File: config.mk
export PLATFORM = sky130hd
export DESIGN_NAME = open_address_hash_table_unit
export DESIGN_NICKNAME = d
export VERILOG_FILES = /design/src/hdl/oaht_pkg.sv /design/src/hdl/open_address_hash_table_unit.sv /design/src/hdl/oaht_store.sv
export SDC_FILE = /design/constraint.sdc
export NUM_CORES = 1
export LEC_CHECK = 0
export ABC_AREA = 1
export BUFFER_PORTS_ARGS = -buffer_cell sky130_fd_sc_hd__buf_2
export CAP_MARGIN = 0
export CORE_ASPECT_RATIO = 0.6
export CORE_UTILIZATION = 30
export DETAILED_ROUTE_END_ITERATION = 8
export PLACE_DENSITY = 0.41
export SYNTH_ARGS = -nofsm -noshare
export SYNTH_HDL_FRONTEND = slang
export SYNTH_SLANG_ARGS = --single-unit
File: constraint.sdc
create_clock -name clk_i -period 7.5 [get_ports clk_i]
set_input_delay 2.25 -clock clk_i [delete_from_list [all_inputs] [get_ports clk_i]]
set_output_delay 2.25 -clock clk_i [all_outputs]
set_load 0.02 [all_outputs]
File: src/hdl/oaht_pkg.sv
// Types, constants and a helper function shared by the hash table unit.
`timescale 1ns / 1ps

package oaht_pkg;

  // Table geometry. The home slot is the low key bits, so the size is a power of two.
  localparam int TABLE_SIZE = 16;
  localparam int IDX_W      = $clog2(TABLE_SIZE);
  localparam int KEY_W      = 31;

  localparam logic [IDX_W-1:0] LAST_PROBE = IDX_W'(TABLE_SIZE - 1);

  // Operation code carried by an input item.
  typedef enum logic {
    FUNC_INSERT = 1'b0,
    FUNC_SEARCH = 1'b1
  } func_e;

  // Status code carried by a result item.
  typedef enum logic [1:0] {
    STATUS_OK   = 2'd0,
    STATUS_MISS = 2'd1,
    STATUS_FULL = 2'd2
  } status_e;

  // Probe sequence selected by the configuration register.
  typedef enum logic {
    MODE_LINEAR    = 1'b0,
    MODE_QUADRATIC = 1'b1
  } mode_e;

  // Control sequencer states.
  typedef enum logic [1:0] {
    ST_IDLE,
    ST_PROBE,
    ST_CMP,
    ST_DONE
  } state_e;

  typedef struct packed {
    func_e            func;
    logic [KEY_W-1:0] key;
  } in_item_t;

  typedef struct packed {
    logic [IDX_W-1:0] slot_index;
    status_e          status;
  } out_item_t;

  // Access request to the slot store. Reads and writes never share a cycle.
  typedef struct packed {
    logic             wr_en;
    logic             rd_en;
    logic [IDX_W-1:0] idx;
    logic [KEY_W-1:0] key;
  } store_req_t;

  // Slot visited by probe number probe_num starting from the home slot.
  // The sum wraps at the table size since the size is a power of two.
  function automatic logic [IDX_W-1:0] probe_slot(input logic [IDX_W-1:0] home,
                                                   input logic [IDX_W-1:0] probe_num,
                                                   input mode_e           mode);
    logic [2*IDX_W-1:0] square;
    logic [IDX_W-1:0]   offset;
    square = probe_num * probe_num;
    offset = (mode == MODE_QUADRATIC) ? square[IDX_W-1:0] : probe_num;
    return home + offset;
  endfunction

endpackage

File: src/hdl/open_address_hash_table_unit.sv
// Top level of the open-addressing hash table unit with its probe sequencer.
`timescale 1ns / 1ps

// Channel   Direction  Handshake                 Payload
// in        input      in_valid_i / in_stall_o   in_data_i  (func, key)
// out       output     out_valid_o / out_stall_i out_data_o (slot_index, status)
// cfg       input      cfg_valid_i / cfg_ready_o cfg_data_i (probe_mode)
//
// One item is worked on at a time. An insert checks the valid flag of each
// probed slot in ST_PROBE; a search spends two states per probe, ST_PROBE
// to check the flag and issue the key memory read and ST_CMP to compare
// the registered key.
// Reset clears all valid flags at once; no clearing pass is needed.
// A result waiting on a stalled output does not block the next item's probing.

module open_address_hash_table_unit (
  input  logic                 clk_i,
  input  logic                 rst_ni,
  input  logic                 in_valid_i,
  output logic                 in_stall_o,
  input  oaht_pkg::in_item_t   in_data_i,
  output logic                 out_valid_o,
  input  logic                 out_stall_i,
  output oaht_pkg::out_item_t  out_data_o,
  input  logic                 cfg_valid_i,
  output logic                 cfg_ready_o,
  input  logic                 cfg_data_i
);

  oaht_pkg::state_e                state_q, state_d;
  oaht_pkg::func_e                 func_q, func_d;
  logic [oaht_pkg::KEY_W-1:0]      key_q, key_d;
  logic [oaht_pkg::IDX_W-1:0]      home_q, home_d;
  logic [oaht_pkg::IDX_W-1:0]      idx_q, idx_d;
  logic [oaht_pkg::IDX_W-1:0]      cnt_q, cnt_d;
  oaht_pkg::out_item_t             res_q, res_d;
  oaht_pkg::mode_e                 mode_q;
  logic                            out_valid_q;
  oaht_pkg::out_item_t             out_data_q;

  oaht_pkg::store_req_t            store_req;
  logic [oaht_pkg::KEY_W-1:0]      rd_key;
  logic [oaht_pkg::TABLE_SIZE-1:0] slot_valid;
  logic [oaht_pkg::IDX_W-1:0]      next_idx;
  logic                            out_free;
  logic                            out_load;

  oaht_store u_store (
    .clk_i    (clk_i),
    .rst_ni   (rst_ni),
    .req_i    (store_req),
    .rd_key_o (rd_key),
    .valid_o  (slot_valid)
  );

  // Configuration register, to be written only while the block is idle; the block does not enforce this.
  assign cfg_ready_o = 1'b1;

  always_ff @(posedge clk_i or negedge rst_ni) begin
    if (!rst_ni) begin
      mode_q <= oaht_pkg::MODE_LINEAR;
    end else if (cfg_valid_i && cfg_ready_o) begin
      mode_q <= oaht_pkg::mode_e'(cfg_data_i);
    end
  end

  // Next slot on the probe sequence and output register availability.
  assign next_idx   = oaht_pkg::probe_slot(home_q, cnt_q + 1'b1, mode_q);
  assign out_free   = !out_valid_q || !out_stall_i;
  assign in_stall_o = (state_q != oaht_pkg::ST_IDLE);

  // Sequencer state register.
  always_ff @(posedge clk_i or negedge rst_ni) begin
    if (!rst_ni) begin
      state_q <= oaht_pkg::ST_IDLE;
    end else begin
      state_q <= state_d;
    end
  end

  // Per-item working registers.
  always_ff @(posedge clk_i) begin
    func_q <= func_d;
    key_q  <= key_d;
    home_q <= home_d;
    idx_q  <= idx_d;
    cnt_q  <= cnt_d;
    res_q  <= res_d;
  end

  // Probe sequencer: next state, store requests and result.
  always_comb begin
    state_d   = state_q;
    func_d    = func_q;
    key_d     = key_q;
    home_d    = home_q;
    idx_d     = idx_q;
    cnt_d     = cnt_q;
    res_d     = res_q;
    store_req = '0;
    out_load  = 1'b0;

    unique case (state_q)
      oaht_pkg::ST_IDLE: begin
        if (in_valid_i) begin
          func_d  = in_data_i.func;
          key_d   = in_data_i.key;
          // Home slot is the key modulo the power-of-two table size.
          home_d  = in_data_i.key[oaht_pkg::IDX_W-1:0];
          idx_d   = in_data_i.key[oaht_pkg::IDX_W-1:0];
          cnt_d   = '0;
          state_d = oaht_pkg::ST_PROBE;
        end
      end

      oaht_pkg::ST_PROBE: begin
        if (func_q == oaht_pkg::FUNC_INSERT) begin
          priority if (!slot_valid[idx_q]) begin
            store_req.wr_en = 1'b1;
            store_req.idx   = idx_q;
            store_req.key   = key_q;
            res_d.slot_index = idx_q;
            res_d.status     = oaht_pkg::STATUS_OK;
            state_d          = oaht_pkg::ST_DONE;
          end else if (cnt_q == oaht_pkg::LAST_PROBE) begin
            res_d.slot_index = '0;
            res_d.status     = oaht_pkg::STATUS_FULL;
            state_d          = oaht_pkg::ST_DONE;
          end else begin
            idx_d = next_idx;
            cnt_d = cnt_q + 1'b1;
          end
        end else begin
          if (!slot_valid[idx_q]) begin
            res_d.slot_index = '0;
            res_d.status     = oaht_pkg::STATUS_MISS;
            state_d          = oaht_pkg::ST_DONE;
          end else begin
            store_req.rd_en = 1'b1;
            store_req.idx   = idx_q;
            state_d         = oaht_pkg::ST_CMP;
          end
        end
      end

      oaht_pkg::ST_CMP: begin
        // A search ends on a key match, or when it comes back home or has made every probe.
        priority if (rd_key == key_q) begin
          res_d.slot_index = idx_q;
          res_d.status     = oaht_pkg::STATUS_OK;
          state_d          = oaht_pkg::ST_DONE;
        end else if (next_idx == home_q || cnt_q == oaht_pkg::LAST_PROBE) begin
          res_d.slot_index = '0;
          res_d.status     = oaht_pkg::STATUS_MISS;
          state_d          = oaht_pkg::ST_DONE;
        end else begin
          idx_d   = next_idx;
          cnt_d   = cnt_q + 1'b1;
          state_d = oaht_pkg::ST_PROBE;
        end
      end

      oaht_pkg::ST_DONE: begin
        if (out_free) begin
          out_load = 1'b1;
          state_d  = oaht_pkg::ST_IDLE;
        end
      end

      default: begin
        state_d = oaht_pkg::ST_IDLE;
      end
    endcase
  end

  // Output register holds a result until the receiver takes it.
  always_ff @(posedge clk_i or negedge rst_ni) begin
    if (!rst_ni) begin
      out_valid_q <= 1'b0;
    end else if (out_load) begin
      out_valid_q <= 1'b1;
    end else if (!out_stall_i) begin
      out_valid_q <= 1'b0;
    end
  end

  always_ff @(posedge clk_i) begin
    if (out_load) begin
      out_data_q <= res_q;
    end
  end

  assign out_valid_o = out_valid_q;
  assign out_data_o  = out_data_q;

endmodule

File: src/hdl/oaht_store.sv
// Slot store: key memory with registered read and per-slot valid flags.
`timescale 1ns / 1ps

module oaht_store (
  input  logic                                clk_i,
  input  logic                                rst_ni,
  input  oaht_pkg::store_req_t                req_i,
  output logic [oaht_pkg::KEY_W-1:0]          rd_key_o,
  output logic [oaht_pkg::TABLE_SIZE-1:0]     valid_o
);

  logic [oaht_pkg::KEY_W-1:0]      mem_q [oaht_pkg::TABLE_SIZE];
  logic [oaht_pkg::KEY_W-1:0]      rd_key_q;
  logic [oaht_pkg::TABLE_SIZE-1:0] valid_q;

  // Key memory: one write or one read per cycle, read data registered.
  always_ff @(posedge clk_i) begin
    if (req_i.wr_en) begin
      mem_q[req_i.idx] <= req_i.key;
    end
    if (req_i.rd_en) begin
      rd_key_q <= mem_q[req_i.idx];
    end
  end

  // Valid flags are cleared at reset and set when a slot is filled.
  always_ff @(posedge clk_i or negedge rst_ni) begin
    if (!rst_ni) begin
      valid_q <= '0;
    end else if (req_i.wr_en) begin
      valid_q[req_i.idx] <= 1'b1;
    end
  end

  assign rd_key_o = rd_key_q;
  assign valid_o  = valid_q;

endmodule

After elaboration in Yosys (flattened, before gate mapping)
Memory sizes are Yosys's and may differ from the RTL's. A register that Yosys moved wholly into a read port is not among the register bits.
Cells that the tools add are included.
{"block": "totals", "reg_bits": 76, "mem_bits_rw": 496, "input_bits": 38, "output_inout_bits": 9, "elab_cells": 101, "n_memories": 1}
{"block": "op_classes", "addsub": 2, "multipliers": 1, "magnitude_cmp": 3, "eq_ne": 18, "muxes": 49, "n_bitwise": 1, "n_reduce_logical": 13}
{"name": "u_store.mem_q", "depth": 16, "word_bits": 31, "read_ports": 1, "rd_ports_with_merged_regs": 1, "write_ports": 1, "line": "oaht_store.sv:12", "source": "logic [oaht_pkg::KEY_W-1:0] mem_q [oaht_pkg::TABLE_SIZE];"}
{"cell": "$mux W4", "n": 14}
{"cell": "$mux W37", "n": 1}
{"cell": "$mux W6", "n": 6}
{"cell": "$mux W35", "n": 1}
{"cell": "$eq A31 B31 Y1", "n": 1}
{"cell": "$mux W31", "n": 1}
{"cell": "$pmux W4 S3", "n": 2}
{"cell": "$or A16 B16 Y16", "n": 1}
{"cell": "$mux W2", "n": 7}
{"cell": "$ne A2 B2 Y1 const B", "n": 7}
{"cell": "$mux W1", "n": 12}
{"cell": "$pmux W6 S2", "n": 1}
{"cell": "$lt A4 B5 Y1 const B", "n": 2}
{"cell": "$ne A3 B3 Y1 const B", "n": 3}
{"cell": "$pmux W2 S4", "n": 1}
{"cell": "$reduce_and A7 Y1", "n": 1}
{"cell": "$mux W5", "n": 1}
{"cell": "$add A4 B1 Y4 const B", "n": 1}
{"cell": "$add A4 B4 Y4", "n": 1}
{"cell": "$bmux W1 S4", "n": 1}
{"cell": "$demux W1 S4", "n": 1}
{"cell": "$eq A2 B2 Y1 const B", "n": 2}
{"cell": "$eq A4 B4 Y1", "n": 1}
{"cell": "$eq A4 B4 Y1 const B", "n": 1}
{"cell": "other kinds (14)", "n": 17}

Longest topological paths before layout
{"block": "logic_depth", "depth_word": 10, "ltp_mapped": 18, "mapped_depth_nobuf": 16}

By module
From an unflattened synthesis, not the netlist that was laid out.
{"block": "unflattened", "cells_unflattened": 2501, "area_unflattened_um2": 25843.5}
{"module": "oaht_store", "n_inst": 1, "cells_per_inst": 2079, "area_each_um2": 22337.7, "seq_area_each_um2": 16225.6}
{"module": "open_address_hash_table_unit", "n_inst": 1, "cells_per_inst": 422, "area_each_um2": 3505.9, "seq_area_each_um2": 1661.6}

Worst setup path after synthesis
No wires, ideal clock.
{"block": "synth_path", "path_kind": "register to register", "start": "register state_q[1]", "end": "memory u_store.mem_q[15][0] in the netlist's numbering, enable pin", "setup_ns": 0.419, "t_arrival_ns": 3.168, "required_time_ns": 7.081, "path_slack_ns": 3.913, "path_stages_with_launch": 12, "path_buffers": 3, "synth_period_minus_slack_ns": 3.587, "path_cell_list": "dfrtp_1 inv_1 ha_1 buf_2 nand2_1 inv_2 clkbuf_1 clkbuf_1 nand2_1 nor2_1 nand2_1 nor2_1"}
{"block": "synth_between", "elab_chain_len": 4}
{"item": "from (decl)", "line": "open_address_hash_table_unit.sv:30", "source": "oaht_pkg::state_e state_q, state_d;"}
{"item": "from (signal assigned)", "line": "open_address_hash_table_unit.sv:75", "source": "state_q <= oaht_pkg::ST_IDLE;"}
{"item": "from (signal assigned)", "line": "open_address_hash_table_unit.sv:77", "source": "state_q <= state_d;"}
{"item": "$eq A2 B1 Y1 *", "line": "open_address_hash_table_unit.sv:103", "source": "unique case (state_q)"}
{"item": "$mux W37 *", "line": "open_address_hash_table_unit.sv:103"}
{"item": "$mux W1", "line": "oaht_store.sv:18", "source": "if (req_i.wr_en) begin"}
{"item": "$mux W1 (not written as such)", "line": "oaht_store.sv:19", "source": "mem_q[req_i.idx] <= req_i.key;"}
{"item": "to (decl)", "line": "oaht_store.sv:12"}
Every way passes the cells marked *; elsewhere a longest branch is shown, timed or not.

Final worst setup path
{"block": "layout_path", "start": "register idx_q[0] in the netlist's numbering", "end": "memory u_store.mem_q[6][29] in the netlist's numbering, enable pin"}
{"block": "layout_between", "elab_chain_len": 7, "elab_cells_between_ends": 10, "classes_between": "mux (10)"}
{"item": "from (decl)", "line": "open_address_hash_table_unit.sv:34", "source": "logic [oaht_pkg::IDX_W-1:0] idx_q, idx_d;"}
{"item": "from (signal assigned)", "line": "open_address_hash_table_unit.sv:86", "source": "idx_q <= idx_d;"}
{"item": "$bmux W1 S4", "line": "open_address_hash_table_unit.sv:118, open_address_hash_table_unit.sv:134"}
{"item": "$mux W1 (not written as such)", "line": "open_address_hash_table_unit.sv:118, open_address_hash_table_unit.sv:134"}
{"item": "$mux W1", "line": "open_address_hash_table_unit.sv:118", "source": "priority if (!slot_valid[idx_q]) begin"}
{"item": "$mux W1", "line": "open_address_hash_table_unit.sv:117", "source": "if (func_q == oaht_pkg::FUNC_INSERT) begin"}
{"item": "$mux W37 *", "line": "open_address_hash_table_unit.sv:103"}
{"item": "$mux W1", "line": "oaht_store.sv:18"}
{"item": "$mux W1 (not written as such)", "line": "oaht_store.sv:19"}
Every way passes the cells marked *; elsewhere a longest branch is shown, timed or not. The select of a mux whose other input is x is not followed.

==> load_flow_metrics.sql <==
INSERT INTO impl_metrics (metric_group, metric, value, unit) VALUES
('global_routing', 'grt_start_max_net_pins', '142', ''),
('setup_path', 'timing.critical_path.required', '7730', 'ps'),
('power_and_ir_drop', 'leakage', '11.3', 'nW'),
('floorplan', 'core_region_area', '0.0841', 'mm2'),
('synthesis', 'mappedNetlistArea', '0.0257', 'mm2'),
('routing', 'detail_route.vias_per_cell', '5.12', ''),
('clock_tree', 'cts_repair_resize_count', '0', ''),
('sta', 'worst-slew-pin-transition', '1390', 'ps'),
('global_routing', 'grt_pass1_wl', '123', 'mm'),
('placed_design', 'numPlacedInstances', '3316', ''),
('synthesis', 'postSynthNetCount', '2300', ''),
('synthesis', 'synth_edf_count', '579', ''),
('sta', 'worst_slew_margin_rel', '0.0669', ''),
('routing', 'detail_route.first_pass.iterations', '5', ''),
('global_routing', 'grt_pass1_vias', '17100', ''),
('floorplan', 'initial_core_util', '0.305', ''),
('flow_run', 'cap_viol_max_count', '0', ''),
('sta', 'fin_skew', '34.9', 'ps'),
('clock_tree', 'worstSkewPairLatency', '660', 'ps'),
('sta', 'hold_viol_final', '0', ''),
('setup_path', 'cp-start-kind', 'register', ''),
('routing', 'initialDrtViolationCount', '1732', ''),
('sta', 'post-route-min-period', '5500', 'ps'),
('setup_path', 'worstSetupPathType', 'register to register', ''),
('floorplan', 'die_height', '229', 'um'),
('synthesis', 'synth.yosys.seq_area_share', '0.697', ''),
('setup_path', 'worst-endpoint-arrival', '5730', 'ps'),
('finish', 'nNetsFinal', '2297', ''),
('setup_path', 'timing.critical_path.fanout_max', '141', ''),
('clock_tree', 'cts_post_setup_buffers_inserted', '0', ''),
('power_and_ir_drop', 'pwr_density_cell', '387', 'mW/mm2'),
('placed_design', 'final_estimated_routing_congestion_in_global_placement', '0.863', ''),
('sta', 'setup-tns-final', '0', 'ps'),
('synthesis', 'ys_top_cells_by_area', 'sky130_fd_sc_hd__edfxtp_1, sky130_fd_sc_hd__nand4_1, sky130_fd_sc_hd__nand2_1', ''),
('sta', 'max_freq', '182', 'MHz'),
('power_and_ir_drop', 'ir_drop', '380', 'uV'),
('clock_tree', 'cts_num_sinks', '599', ''),
('placed_design', 'detailed_place_hpwl', '48.2', 'mm'),
('clock_tree', 'tritoncts', 'built', ''),
('clock_tree', 'cts_root_buffer', 'sky130_fd_sc_hd__clkbuf_16', ''),
('sta', 'final_min_period_over_clock_period', '0.733', ''),
('clock_tree', 'ctsLongestPathBuffers', '3', ''),
('synthesis', 'postSynthCellCount', '2249', ''),
('routing', 'drt-wirelength-per-cell', '24.8', 'um'),
('finish', 'antennaDiodeCount', '0', ''),
('synthesis', 'synthesis.yosys.warnings', '0', ''),
('status', 'run_status', 'complete, no violations', ''),
('global_routing', 'overflow', '0', ''),
('routing', 'drc', '0', ''),
('placed_design', 'port-buffer-count', '45', ''),
('clock_tree', 'cts_hold_buf', '0', ''),
('finish', 'drive_above_1_share', '0.106', ''),
('routing', 'dr_total_vias', '17600', ''),
('synthesis', 'synth_top_cell_area_share', '0.677', ''),
('finish', 'final-instance-count-excl-fill', '3431', ''),
('power_and_ir_drop', 'pwr-share-seq', '0.380', ''),
('clock_tree', 'clk_pin_slew_worst_paths', '70', 'ps'),
('synthesis', 'synth_async_sr_flop_share', '0.0334', ''),
('clock_tree', 'cts.htree.levels', '2', ''),
('synthesis', 'number_of_storage_elements_in_the_synthesis_netlist', '599', ''),
('floorplan', 'chipWidth', '380', 'um'),
('power_and_ir_drop', 'relative_contribution_of_combinational_cells_to_total_power', '0.337', ''),
('synthesis', 'netlist.top_cell.by_area', 'sky130_fd_sc_hd__edfxtp_1', ''),
('power_and_ir_drop', 'clock_power_share', '0.283', ''),
('floorplan', 'rows', '82', ''),
('global_routing', 'grt_antenna_before_repair', '0', ''),
('finish', 'fin_util', '0.346', ''),
('synthesis', 'synth.distinct_cells', '37', ''),
('global_routing', 'grtUsageTotal', '0.193', ''),
('routing', 'drtAntennaViolNets', '0', ''),
('synthesis', 'synthesis.area_per_instance', '11.4', 'um2');
==> final timing paths <==
kind / startpoint / endpoint / slack, ps / depth (start not counted)
min in group asynchronous: rst_ni / out_valid_o / 1550 / 1
worst min register to register: res_q[2] / out_data_o[2] / 410 / 0
worst max-delay path: idx_q[0] / u_store.mem_q[6][29] / 2000 / 12
worst min-delay path: res_q[2] / out_data_o[2] / 410 / 0
max in group asynchronous: rst_ni / u_store.valid_o[1] / 5590 / 1
worst max register to register: idx_q[0] / u_store.mem_q[6][29] / 2000 / 12
==> power by group through the flow <==
stage / registers (mW) / logic, mW / clock network (mW)
after floorplan: 4.30 / 2.55 / 0
after global placement: 4.37 / 3.81 / 0
after detailed placement: 4.36 / 3.80 / 0
after CTS: 4.29 / 3.81 / 3.25
after global routing: 4.31 / 4.12 / 3.38
final: 4.29 / 3.80 / 3.19
==> synth_stat cells (16+ instances only) <==
cell and count:
sky130_fd_sc_hd__inv_1 87, sky130_fd_sc_hd__dfrtp_1 20, sky130_fd_sc_hd__or2_2 16, sky130_fd_sc_hd__nand2_1 485, sky130_fd_sc_hd__nand3_1 30, sky130_fd_sc_hd__o21ai_0 22, sky130_fd_sc_hd__nand4_1 377, sky130_fd_sc_hd__buf_1 18
sky130_fd_sc_hd__buf_2 30, sky130_fd_sc_hd__edfxtp_1 579, sky130_fd_sc_hd__clkbuf_1 70, sky130_fd_sc_hd__nor2_1 392, sky130_fd_sc_hd__buf_4 35
==> cells by family after synthesis <==
group	after synthesis	synth area share
and+or+nand+nor	1318	0.235
DFF	599	0.697
buffers and inverters	250	0.0446
AOI/OAI and AO/OA	48	0.0104
xor gates and xnor gates	19	0.00648
adders and majority gates	13	0.00663
other	1	0.000146
muxes	1	0.000439
==> per-stage QoR <==
stage | power (mW) | instance area [um2] | hold WS, ps | worst slack, ps
6_report | 11.3 | 29100 | 408 | 2000
5_1_grt | 11.8 | 29100 | 430 | 1610
4_1_cts | 11.4 | 29100 | 414 | 1910
3_5_place_dp | 8.16 | 27100 | 406 | 1930
3_3_place_gp | 8.17 | 27100 | 418 | 1860
2_1_floorplan | 6.86 | 25700 | 400 | 3910
==> flip-flops by register name, indices dropped and copies added, names as in the netlist <==
name and flops:
u_store.mem_q 496, key_q 31, u_store.rd_key_o 31, u_store.valid_o 16
out_data_o 6, res_q 6, cnt_q 4, idx_q 4
state_q 2, func_q 1, mode_q 1, out_valid_o 1
==> placed cells by master, fill, tap and decap left out, types with 2 or more instances in the layout <==
master / instances
sky130_fd_sc_hd__or2_2: 16
sky130_fd_sc_hd__nand4_1: 377
sky130_fd_sc_hd__nor2_1: 372
sky130_fd_sc_hd__inv_2: 2
sky130_fd_sc_hd__xnor2_1: 9
sky130_fd_sc_hd__bufinv_16: 9
sky130_fd_sc_hd__nand2_1: 481
sky130_fd_sc_hd__nor2_4: 17
sky130_fd_sc_hd__ha_1: 12
sky130_fd_sc_hd__o2111ai_1: 3
sky130_fd_sc_hd__clkinv_4: 2
sky130_fd_sc_hd__nor4_1: 8
sky130_fd_sc_hd__clkbuf_16: 61
sky130_fd_sc_hd__clkbuf_1: 7
sky130_fd_sc_hd__inv_6: 4
sky130_fd_sc_hd__nor2_2: 3
sky130_fd_sc_hd__xor2_1: 10
sky130_fd_sc_hd__nor3_1: 3
sky130_fd_sc_hd__clkinvlp_4: 6
sky130_fd_sc_hd__nand3_1: 30
sky130_fd_sc_hd__clkinv_2: 15
sky130_fd_sc_hd__dfrtp_1: 20
sky130_fd_sc_hd__nand2_2: 6
sky130_fd_sc_hd__buf_12: 2
sky130_fd_sc_hd__edfxtp_1: 579
sky130_fd_sc_hd__o21ai_1: 12
sky130_fd_sc_hd__buf_2: 45
sky130_fd_sc_hd__nand3_2: 3
sky130_fd_sc_hd__a21oi_1: 5
sky130_fd_sc_hd__inv_1: 85
sky130_fd_sc_hd__clkinv_1: 11
sky130_fd_sc_hd__buf_4: 44
sky130_fd_sc_hd__o21ai_0: 22
sky130_fd_sc_hd__inv_4: 3
==> layer usage <==
| layer | share of wire | track usage | up-vias |
|---|---|---|---|
| met2 | 0.40 | 0.270 | 547 |
| met3 | 0.062 | 0.0343 | 107 |
| met4 | 0.023 | 0.0490 | 0 |
| li1 | - | - | 8041 |
| met1 | 0.51 | 0.303 | 8855 |
| met5 | 0 | 0 | - |
==> critical path, stage by stage, from the launching register on <==
cell	delay (ps)
sky130_fd_sc_hd__edfxtp_1	570
sky130_fd_sc_hd__inv_4	730
sky130_fd_sc_hd__nand2_1	140
sky130_fd_sc_hd__nand3_1	120
sky130_fd_sc_hd__nand3_1	100
sky130_fd_sc_hd__nand3_2	110
sky130_fd_sc_hd__nand3_1	210
sky130_fd_sc_hd__nand2_8	710
sky130_fd_sc_hd__nand3_2	280
sky130_fd_sc_hd__inv_2	170
sky130_fd_sc_hd__nand2_2	400
sky130_fd_sc_hd__buf_4	420
sky130_fd_sc_hd__nor2_4	1010
==> final cells by class <==
class	instances	area (um2)
fill	8357	55000
sequential	599	17900
multi-input combinational	1400	6810
clock buffer	68	1550
tap	1134	1420
timing repair buffer	93	621
clock inverter	45	472
inverter	92	358
No activity file was read; power rests on OpenSTA's default activity.
